## src/rtl/twa_pkg.sv

```systemverilog
// Shared types and constants of the tape record word assembler.
`timescale 1ns / 1ps

package twa_pkg;

   localparam int FuncWidth    = 2;
   localparam int AddrWidth    = 15;
   localparam int WordWidth    = 48;
   localparam int CountWidth   = 10;
   localparam int RemainWidth  = 11;
   localparam int CharWidth    = 6;
   localparam int PosWidth     = 3;
   localparam int StatusWidth  = 2;

   localparam logic [RemainWidth-1:0] DefaultWords = RemainWidth'(1024);

   localparam logic [7:0] TapeMarkChar = 8'h8f;

   localparam logic [FuncWidth-1:0] FUNC_START = 2'd0;
   localparam logic [FuncWidth-1:0] FUNC_BYTE  = 2'd1;
   localparam logic [FuncWidth-1:0] FUNC_EOT   = 2'd2;

   localparam logic KIND_STORE = 1'b0;
   localparam logic KIND_DONE  = 1'b1;

   localparam logic [StatusWidth-1:0] STATUS_RECORD_END = 2'd0;
   localparam logic [StatusWidth-1:0] STATUS_TAPE_MARK  = 2'd1;
   localparam logic [StatusWidth-1:0] STATUS_NOT_BEGIN  = 2'd2;
   localparam logic [StatusWidth-1:0] STATUS_END_TAPE   = 2'd3;

   localparam int QueueDepth = 4;
   localparam int QueueAw    = $clog2(QueueDepth);

   // One classified operation: an optional store followed by an optional done.
   typedef struct packed {
      logic                   store_valid;
      logic                   done_valid;
      logic [AddrWidth-1:0]   store_address;
      logic [WordWidth-1:0]   store_word;
      logic [AddrWidth-1:0]   done_address;
      logic [StatusWidth-1:0] status;
      logic [CountWidth-1:0]  words_left;
      logic [PosWidth-1:0]    chars_in_word;
   } op_type;

endpackage

```

## src/rtl/tape_record_word_assembler.sv

```systemverilog
// Top level of the tape record word assembler.
// Each result is registered in the queue and then in the back end output register.
// Throughput: one request beat per cycle while the queue is not full; a record end
// with a partial word flush gives two result beats, sent one after the other.
// A four-entry operation queue absorbs output stalls before request ready drops.
// Reset (synchronous, active high) closes any open read and empties the queue.
`timescale 1ns / 1ps

module tape_record_word_assembler (
   input  logic                                clock,
   input  logic                                reset,
   input  logic                                req_valid,
   output logic                                req_ready,
   input  logic [twa_pkg::FuncWidth-1:0]       req_func,
   input  logic [7:0]                          req_frame_byte,
   input  logic [twa_pkg::AddrWidth-1:0]       req_start_address,
   input  logic [twa_pkg::CountWidth-1:0]      req_word_count,
   input  logic                                req_use_count,
   output logic                                rsp_valid,
   input  logic                                rsp_ready,
   output logic                                rsp_kind,
   output logic [twa_pkg::AddrWidth-1:0]       rsp_mem_address,
   output logic [twa_pkg::WordWidth-1:0]       rsp_mem_word,
   output logic [twa_pkg::StatusWidth-1:0]     rsp_status,
   output logic [twa_pkg::CountWidth-1:0]      rsp_words_left,
   output logic [twa_pkg::PosWidth-1:0]        rsp_chars_in_word,
   output logic                                rsp_last
);

   logic            push;
   logic            pop;
   logic            queue_full;
   logic            head_valid;
   twa_pkg::op_type push_op;
   twa_pkg::op_type head_op;

   twa_front u_front (
      .clock             (clock),
      .reset             (reset),
      .req_valid         (req_valid),
      .req_ready         (req_ready),
      .req_func          (req_func),
      .req_frame_byte    (req_frame_byte),
      .req_start_address (req_start_address),
      .req_word_count    (req_word_count),
      .req_use_count     (req_use_count),
      .queue_full        (queue_full),
      .push              (push),
      .push_op           (push_op)
   );

   twa_queue u_queue (
      .clock      (clock),
      .reset      (reset),
      .push       (push),
      .push_op    (push_op),
      .pop        (pop),
      .full       (queue_full),
      .head_valid (head_valid),
      .head_op    (head_op)
   );

   twa_back u_back (
      .clock             (clock),
      .reset             (reset),
      .head_valid        (head_valid),
      .head_op           (head_op),
      .pop               (pop),
      .rsp_valid         (rsp_valid),
      .rsp_ready         (rsp_ready),
      .rsp_kind          (rsp_kind),
      .rsp_mem_address   (rsp_mem_address),
      .rsp_mem_word      (rsp_mem_word),
      .rsp_status        (rsp_status),
      .rsp_words_left    (rsp_words_left),
      .rsp_chars_in_word (rsp_chars_in_word),
      .rsp_last          (rsp_last)
   );

endmodule

```

## src/rtl/twa_front.sv

```systemverilog
// Front end: accepts request beats, tracks the read and classifies each beat.
`timescale 1ns / 1ps

module twa_front (
   input  logic                                clock,
   input  logic                                reset,
   input  logic                                req_valid,
   output logic                                req_ready,
   input  logic [twa_pkg::FuncWidth-1:0]       req_func,
   input  logic [7:0]                          req_frame_byte,
   input  logic [twa_pkg::AddrWidth-1:0]       req_start_address,
   input  logic [twa_pkg::CountWidth-1:0]      req_word_count,
   input  logic                                req_use_count,
   input  logic                                queue_full,
   output logic                                push,
   output twa_pkg::op_type                     push_op
);

   logic                               busy_ff, busy_in;
   logic [twa_pkg::WordWidth-1:0]      word_accum_ff, word_accum_in;
   logic [twa_pkg::PosWidth-1:0]       char_position_ff, char_position_in;
   logic                               at_first_char_ff, at_first_char_in;
   logic                               prev_was_mark_ff, prev_was_mark_in;
   logic [twa_pkg::AddrWidth-1:0]      core_address_ff, core_address_in;
   logic [twa_pkg::RemainWidth-1:0]    words_remaining_ff, words_remaining_in;
   logic                               count_in_use_ff, count_in_use_in;

   logic                               accept;
   logic                               marker;
   logic [twa_pkg::CharWidth-1:0]      char_bits;
   logic [5:0]                         shift_amount;
   logic [twa_pkg::WordWidth-1:0]      packed_word;
   logic                               has_budget;
   logic [twa_pkg::AddrWidth-1:0]      address_inc;
   logic [twa_pkg::RemainWidth-1:0]    remaining_dec;
   logic [twa_pkg::RemainWidth-1:0]    remaining_after;
   twa_pkg::op_type                    op;

   assign req_ready = !queue_full;
   assign accept    = req_valid && req_ready;

   assign marker        = req_frame_byte[7];
   assign char_bits     = req_frame_byte[twa_pkg::CharWidth-1:0];
   // first character lands in the top six bits
   assign shift_amount  = 6'd6 * {3'b000, ~char_position_ff};
   assign packed_word   = word_accum_ff | (48'(char_bits) << shift_amount);
   assign has_budget    = words_remaining_ff != '0;
   assign address_inc   = core_address_ff + 15'd1;
   assign remaining_dec = words_remaining_ff - 11'd1;

   always_comb begin
      busy_in            = busy_ff;
      word_accum_in      = word_accum_ff;
      char_position_in   = char_position_ff;
      at_first_char_in   = at_first_char_ff;
      prev_was_mark_in   = prev_was_mark_ff;
      core_address_in    = core_address_ff;
      words_remaining_in = words_remaining_ff;
      count_in_use_in    = count_in_use_ff;
      remaining_after    = words_remaining_ff;

      op.store_valid   = 1'b0;
      op.done_valid    = 1'b0;
      op.store_address = core_address_ff;
      op.store_word    = word_accum_ff;
      op.done_address  = core_address_ff;
      op.status        = twa_pkg::STATUS_RECORD_END;
      op.chars_in_word = char_position_ff;

      if (accept) begin
         if (req_func == twa_pkg::FUNC_START) begin
            busy_in            = 1'b1;
            word_accum_in      = '0;
            char_position_in   = '0;
            at_first_char_in   = 1'b1;
            prev_was_mark_in   = 1'b0;
            core_address_in    = req_start_address;
            count_in_use_in    = req_use_count;
            words_remaining_in = req_use_count ? {1'b0, req_word_count}
                                               : twa_pkg::DefaultWords;
         end else if (busy_ff && req_func == twa_pkg::FUNC_EOT) begin
            op.done_valid = 1'b1;
            op.status     = twa_pkg::STATUS_END_TAPE;
            busy_in       = 1'b0;
         end else if (busy_ff && req_func == twa_pkg::FUNC_BYTE) begin
            if (marker && prev_was_mark_ff) begin
               op.done_valid = 1'b1;
               op.status     = twa_pkg::STATUS_TAPE_MARK;
               busy_in       = 1'b0;
            end else if (marker && !at_first_char_ff) begin
               // record end: flush a partial word while budget lasts
               op.store_valid = has_budget && (char_position_ff != '0);
               op.done_valid  = 1'b1;
               op.status      = twa_pkg::STATUS_RECORD_END;
               if (op.store_valid) begin
                  op.done_address    = address_inc;
                  remaining_after    = remaining_dec;
                  core_address_in    = address_inc;
                  words_remaining_in = remaining_dec;
               end
               busy_in = 1'b0;
            end else if (!marker && at_first_char_ff) begin
               op.done_valid = 1'b1;
               op.status     = twa_pkg::STATUS_NOT_BEGIN;
               busy_in       = 1'b0;
            end else begin
               prev_was_mark_in = (req_frame_byte == twa_pkg::TapeMarkChar);
               at_first_char_in = 1'b0;
               if (char_position_ff == '1) begin
                  op.store_valid   = has_budget;
                  op.store_word    = packed_word;
                  word_accum_in    = '0;
                  char_position_in = '0;
                  if (has_budget) begin
                     core_address_in    = address_inc;
                     words_remaining_in = remaining_dec;
                  end
               end else begin
                  word_accum_in    = packed_word;
                  char_position_in = char_position_ff + 3'd1;
               end
            end
         end
      end

      op.words_left = count_in_use_ff ? remaining_after[twa_pkg::CountWidth-1:0] : '0;
   end

   assign push    = accept && (op.store_valid || op.done_valid);
   assign push_op = op;

   always_ff @(posedge clock) begin
      if (reset) begin
         busy_ff            <= 1'b0;
         word_accum_ff      <= '0;
         char_position_ff   <= '0;
         at_first_char_ff   <= 1'b1;
         prev_was_mark_ff   <= 1'b0;
         core_address_ff    <= '0;
         words_remaining_ff <= '0;
         count_in_use_ff    <= 1'b0;
      end else begin
         busy_ff            <= busy_in;
         word_accum_ff      <= word_accum_in;
         char_position_ff   <= char_position_in;
         at_first_char_ff   <= at_first_char_in;
         prev_was_mark_ff   <= prev_was_mark_in;
         core_address_ff    <= core_address_in;
         words_remaining_ff <= words_remaining_in;
         count_in_use_ff    <= count_in_use_in;
      end
   end

   a_idle_quiet: assert property (@(posedge clock) disable iff (reset)
      accept && !busy_ff && req_func != twa_pkg::FUNC_START |-> !push)
      else $error("result pushed while no read is open");

   a_budget_bound: assert property (@(posedge clock) disable iff (reset)
      words_remaining_ff <= twa_pkg::DefaultWords)
      else $error("word budget above its limit");

endmodule

```

## src/rtl/twa_queue.sv

```systemverilog
// Short operation queue between the front and back ends.
`timescale 1ns / 1ps

module twa_queue (
   input  logic            clock,
   input  logic            reset,
   input  logic            push,
   input  twa_pkg::op_type push_op,
   input  logic            pop,
   output logic            full,
   output logic            head_valid,
   output twa_pkg::op_type head_op
);

   twa_pkg::op_type                entries_ff [twa_pkg::QueueDepth];
   logic [twa_pkg::QueueAw-1:0]    wr_ptr_ff, rd_ptr_ff;
   logic [twa_pkg::QueueAw:0]      count_ff, count_in;

   assign full       = count_ff == (twa_pkg::QueueAw+1)'(twa_pkg::QueueDepth);
   assign head_valid = count_ff != '0;
   assign head_op    = entries_ff[rd_ptr_ff];

   always_comb begin
      count_in = count_ff;
      if (push && !pop) begin
         count_in = count_ff + 1'b1;
      end else if (pop && !push) begin
         count_in = count_ff - 1'b1;
      end
   end

   always_ff @(posedge clock) begin
      if (reset) begin
         wr_ptr_ff <= '0;
         rd_ptr_ff <= '0;
         count_ff  <= '0;
      end else begin
         count_ff <= count_in;
         if (push) begin
            wr_ptr_ff <= wr_ptr_ff + 1'b1;
         end
         if (pop) begin
            rd_ptr_ff <= rd_ptr_ff + 1'b1;
         end
      end
   end

   always_ff @(posedge clock) begin
      if (push) begin
         entries_ff[wr_ptr_ff] <= push_op;
      end
   end

   a_no_overflow: assert property (@(posedge clock) disable iff (reset)
      push |-> !full)
      else $error("push into a full queue");

   a_no_underflow: assert property (@(posedge clock) disable iff (reset)
      pop |-> head_valid)
      else $error("pop from an empty queue");

endmodule

```

## src/rtl/twa_back.sv

```systemverilog
// Back end: expands queued operations into result beats behind an output register.
`timescale 1ns / 1ps

module twa_back (
   input  logic                                clock,
   input  logic                                reset,
   input  logic                                head_valid,
   input  twa_pkg::op_type                     head_op,
   output logic                                pop,
   output logic                                rsp_valid,
   input  logic                                rsp_ready,
   output logic                                rsp_kind,
   output logic [twa_pkg::AddrWidth-1:0]       rsp_mem_address,
   output logic [twa_pkg::WordWidth-1:0]       rsp_mem_word,
   output logic [twa_pkg::StatusWidth-1:0]     rsp_status,
   output logic [twa_pkg::CountWidth-1:0]      rsp_words_left,
   output logic [twa_pkg::PosWidth-1:0]        rsp_chars_in_word,
   output logic                                rsp_last
);

   logic                               rsp_valid_ff;
   logic                               rsp_kind_ff;
   logic [twa_pkg::AddrWidth-1:0]      rsp_mem_address_ff;
   logic [twa_pkg::WordWidth-1:0]      rsp_mem_word_ff;
   logic [twa_pkg::StatusWidth-1:0]    rsp_status_ff;
   logic [twa_pkg::CountWidth-1:0]     rsp_words_left_ff;
   logic [twa_pkg::PosWidth-1:0]       rsp_chars_in_word_ff;
   logic                               rsp_last_ff;
   logic                               store_sent_ff;

   logic                               load;
   logic                               store_phase;

   assign load        = !rsp_valid_ff || rsp_ready;
   assign store_phase = head_op.store_valid && !store_sent_ff;
   // hold the entry while its done beat is still to follow the store
   assign pop         = load && head_valid && !(store_phase && head_op.done_valid);

   always_ff @(posedge clock) begin
      if (reset) begin
         rsp_valid_ff  <= 1'b0;
         store_sent_ff <= 1'b0;
      end else if (load) begin
         rsp_valid_ff <= head_valid;
         if (head_valid) begin
            store_sent_ff <= store_phase && head_op.done_valid;
         end
      end
   end

   always_ff @(posedge clock) begin
      if (load && head_valid) begin
         if (store_phase) begin
            rsp_kind_ff          <= twa_pkg::KIND_STORE;
            rsp_mem_address_ff   <= head_op.store_address;
            rsp_mem_word_ff      <= head_op.store_word;
            rsp_status_ff        <= '0;
            rsp_words_left_ff    <= '0;
            rsp_chars_in_word_ff <= '0;
            rsp_last_ff          <= !head_op.done_valid;
         end else begin
            rsp_kind_ff          <= twa_pkg::KIND_DONE;
            rsp_mem_address_ff   <= head_op.done_address;
            rsp_mem_word_ff      <= '0;
            rsp_status_ff        <= head_op.status;
            rsp_words_left_ff    <= head_op.words_left;
            rsp_chars_in_word_ff <= head_op.chars_in_word;
            rsp_last_ff          <= 1'b1;
         end
      end
   end

   assign rsp_valid         = rsp_valid_ff;
   assign rsp_kind          = rsp_kind_ff;
   assign rsp_mem_address   = rsp_mem_address_ff;
   assign rsp_mem_word      = rsp_mem_word_ff;
   assign rsp_status        = rsp_status_ff;
   assign rsp_words_left    = rsp_words_left_ff;
   assign rsp_chars_in_word = rsp_chars_in_word_ff;
   assign rsp_last          = rsp_last_ff;

   a_done_is_last: assert property (@(posedge clock) disable iff (reset)
      rsp_valid_ff && rsp_kind_ff == twa_pkg::KIND_DONE |-> rsp_last_ff)
      else $error("done beat without last");

   a_split_entry_held: assert property (@(posedge clock) disable iff (reset)
      store_sent_ff |-> head_valid && head_op.done_valid)
      else $error("pending done beat lost its queue entry");

endmodule
```

## config.mk

```make
export PLATFORM = sky130hd
export DESIGN_NAME = tape_record_word_assembler
export DESIGN_NICKNAME = d
export VERILOG_FILES = /design/src/rtl/twa_pkg.sv /design/src/rtl/tape_record_word_assembler.sv /design/src/rtl/twa_front.sv /design/src/rtl/twa_queue.sv /design/src/rtl/twa_back.sv
export SDC_FILE = /design/constraint.sdc
export NUM_CORES = 1
export LEC_CHECK = 0
export ABC_AREA = 1
export BUFFER_PORTS_ARGS = -buffer_cell sky130_fd_sc_hd__buf_2
export CORE_UTILIZATION = 30
export DETAILED_ROUTE_END_ITERATION = 10
export PLACE_DENSITY = 0.45
export RECOVER_POWER = 25
export SLEW_MARGIN = 0
export SYNTH_ARGS = -nofsm -noshare
export SYNTH_HDL_FRONTEND = slang
export SYNTH_SLANG_ARGS = --single-unit
```

## constraint.sdc

```tcl
create_clock -name clock -period 11 [get_ports clock]
set_clock_uncertainty 0.05 [all_clocks]
set_input_delay 3.3 -clock clock [delete_from_list [all_inputs] [get_ports clock]]
set_output_delay 3.3 -clock clock [all_outputs]
set_load 0.05 [all_outputs]
```

==> metrics.cfg <==
[run_status]
status=finished with violations
violations=max-capacitance violations, max-slew violations

[setup_path]
path_class=flip-flop to flip-flop
worstPathMaxFanout=65
start_kind=flip-flop
max_stage_delay_ps=2350
cp_cell_sequence=clkinvlp_2 > nand2_1 > nand2_1 > nand2_1 > o21ai_0 > inv_1 > nor2_1 > clkbuf_1 > clkinvlp_2 > buf_4 > a21oi_1
critPathTopFamily=buffers and inverters
reg2reg_slack_ps=3460
cpMostUsedCell=nand2_1
crit_arrival_ps=7780
crit_buf_inv=5
endpoint_kind=flip-flop
critical_path.slowest_cell=clkinvlp_2
required_ps=11240

[cts]
clock_latency_ps=640
clock_sinks=552
htree_levels=2
hold_buffers=0
path_clk_slew_ps=60
cts_tree=done
cts-resized-gates=0
post_cts.repair.setup_buffers=0
cts_buffers=59
cts_root_buf=clkbuf_16
clk_path_buf_depth=3

[pwr]
ir_worst_vdd_mv=0.175
powerDensity_nw_per_um2=243
leakagePower_nw=9.23

[logic_synthesis]
synth_xor_area_share_pct=0.526
synthesis.area_um2=23300
synth_top_area_share_pct=59.3
syn_nets=2220
synth-compound-area-share_pct=12.7
synth_cells=2163
async_flop_share_pct=0
synthFlopType=edfxtp_1
synthTopCellsByArea=edfxtp_1 59%, dfxtp_1 7.9%, nor2_1 7.1%, o21ai_0 5.2%, nand2_1 3.5%
synthSimpleGateAreaFrac_pct=13.6
synthTopCellsByCount=460 x edfxtp_1, 438 x nor2_1, 244 x o21ai_0, 218 x nand2_1, 158 x a21oi_1
yosysTopAreaCell=edfxtp_1
synthMuxAreaShare_pct=0
yosys_warnings=0
syn_area_per_cell_um2=10.8
synth_cell_types=42
synth_enable_flop_cells=460
yosysSeqAreaShare_pct=67.2
yosysMostFrequentCell=edfxtp_1
synthAdderAreaFrac_pct=0.977
ys_ff_latch=552
synth_top_family_by_area=simple AND/OR/NAND/NOR gates

[global_routing]
grt_first_pass_wirelength_um=97200
grt_remaining_overflow=0
grt_max_degree=86
grt_pass1_vias=15677
antenna_found_initial=4
track_usage_pct=16.2

[final_layout]
area_growth_syn_to_layout_pct=14.2
design_area_um2=26600
antenna_cells=0
multi_input_area_um2=6480
fillCellCount=7713
seq_area_um2=15700
final_net_count=2309
drive_above_1_share_pct=9.31

[timing]
tightest_slew_ps=2620
drv_slew=187
maxSlewHeadroom_pct=-75.0
fin_crit_sh_pct=68.5
rsz0062_at_grt=no
max_freq_mhz=133
hold_viol=0
setup_viol=0
fin_crit_ps=7540
fin_setup_tns_ps=0

[min_path]
hold_path.class=flip-flop to flip-flop

[drt]
vias=15988
antenna_left=0
drc_errors=0
drt_first_iter_violations=1161
vias_per_cell=4.80
dr.pass1.iters=5
finalWirelength_um=63900
wl_per_cell_um=19.2

[placed_design]
placed_area_um2=24900
dp_hpwl_um=37800
io_buffers=121
gp_congestion=0.838

[floorplan]
core_um2=76300
die_h_um=281
rows=101
fp.dieW_um=281
pin_count=122
die_area_um2=78800
start_util_pct=30.5

[job]
max-cap-violations=5

[worst min-delay path, stage by stage (launching register included)]
cell	delay, ps
dfxtp_1	290
inv_1	50
a21oi_1	60
[report_power, final]
| group | switching [mW] | internal [mW] | leakage, nW | total, mW |
|---|---|---|---|---|
| logic | 1.49 | 0.361 | 3.16 | 1.86 |
| clock network | 0.831 | 1.11 | 0.911 | 1.94 |
| registers | 0.117 | 2.54 | 5.15 | 2.66 |
[state kept, by name, indices dropped and copies added (netlist names), named ones only]
name,count
u_back.rsp_words_left,10
u_front.busy_ff,1
u_back.rsp_valid,1
u_back.rsp_chars_in_word,3
u_front.words_remaining_ff,11
u_back.rsp_last,1
u_front.count_in_use_ff,1
u_back.rsp_kind,1
u_queue.count_ff,3
u_queue.wr_ptr_ff,2
u_front.char_position_ff,3
u_back.rsp_status,2
u_back.rsp_mem_address,15
u_front.at_first_char_ff,1
u_back.rsp_mem_word,48
u_front.core_address_ff,15
u_front.word_accum_ff,48
u_queue.rd_ptr_ff,2
u_back.store_sent_ff,1
u_front.prev_was_mark_ff,1
u_queue.entries_ff,380
[cell usage in the layout (no fill, tap or decap), types with 51 or more instances in the layout]
master and n:
inv_1 142, nand3_1 51, nor2_1 437, nand2_1 221, clkbuf_1 92, o21ai_0 245
a21oi_1 158, clkbuf_16 59, edfxtp_1 460, dfxtp_1 91
[worst paths after layout]
check                                                from                        end  cells past startpoint
worst max-delay path                            flip-flop     u_back.rsp_mem_word[2]                     11
worst min register to register  u_front.word_accum_ff[19]  u_front.word_accum_ff[19]                      2
worst min-delay path            u_front.word_accum_ff[19]  u_front.word_accum_ff[19]                      2
worst max register to register                  flip-flop     u_back.rsp_mem_word[2]                     11
[per-layer routing]
| metal | track usage (%) | vias to the layer above | share of wire, % |
|---|---|---|---|
| met5 | 0 | - | 0.067 |
| met4 | 4.26 | 8 | 2.1 |
| met3 | 2.84 | 92 | 4.7 |
| met2 | 25.6 | 360 | 45 |
| met1 | 22.8 | 7801 | 48 |
| li1 | - | 7727 | - |
[final cells by class]
type                       instances  share of cell area (%)
inverter                         158                    2.24
clock buffer                      85                    6.22
timing repair buffer             147                    2.65
sequential                       552                    58.9
tap                             1030                    4.84
clock inverter                    22                   0.823
multi-input combinational       1334                    24.4
[kinds of logic after synthesis]
kind of cell    Yosys count
flops                   552
simple gates            774
fa+ha+maj                17
buf+inv                 277
xor+xnor                 14
compound gates          529
[through the flow]
stage	total power, mW	util, %	std cells	setup slack (ps)	hold WS, ps
4_1_cts	6.59	35.0	3328	5400	400
5_1_grt	6.79	34.9	3328	2670	423
3_3_place_gp	4.61	32.6	3221	4810	389
3_5_place_dp	4.62	32.6	3221	4720	392
6_report	6.46	34.9	3328	3460	401
2_1_floorplan	4.07	-	2163	1720	380
Note: power is estimated with default switching activity, not from simulation.
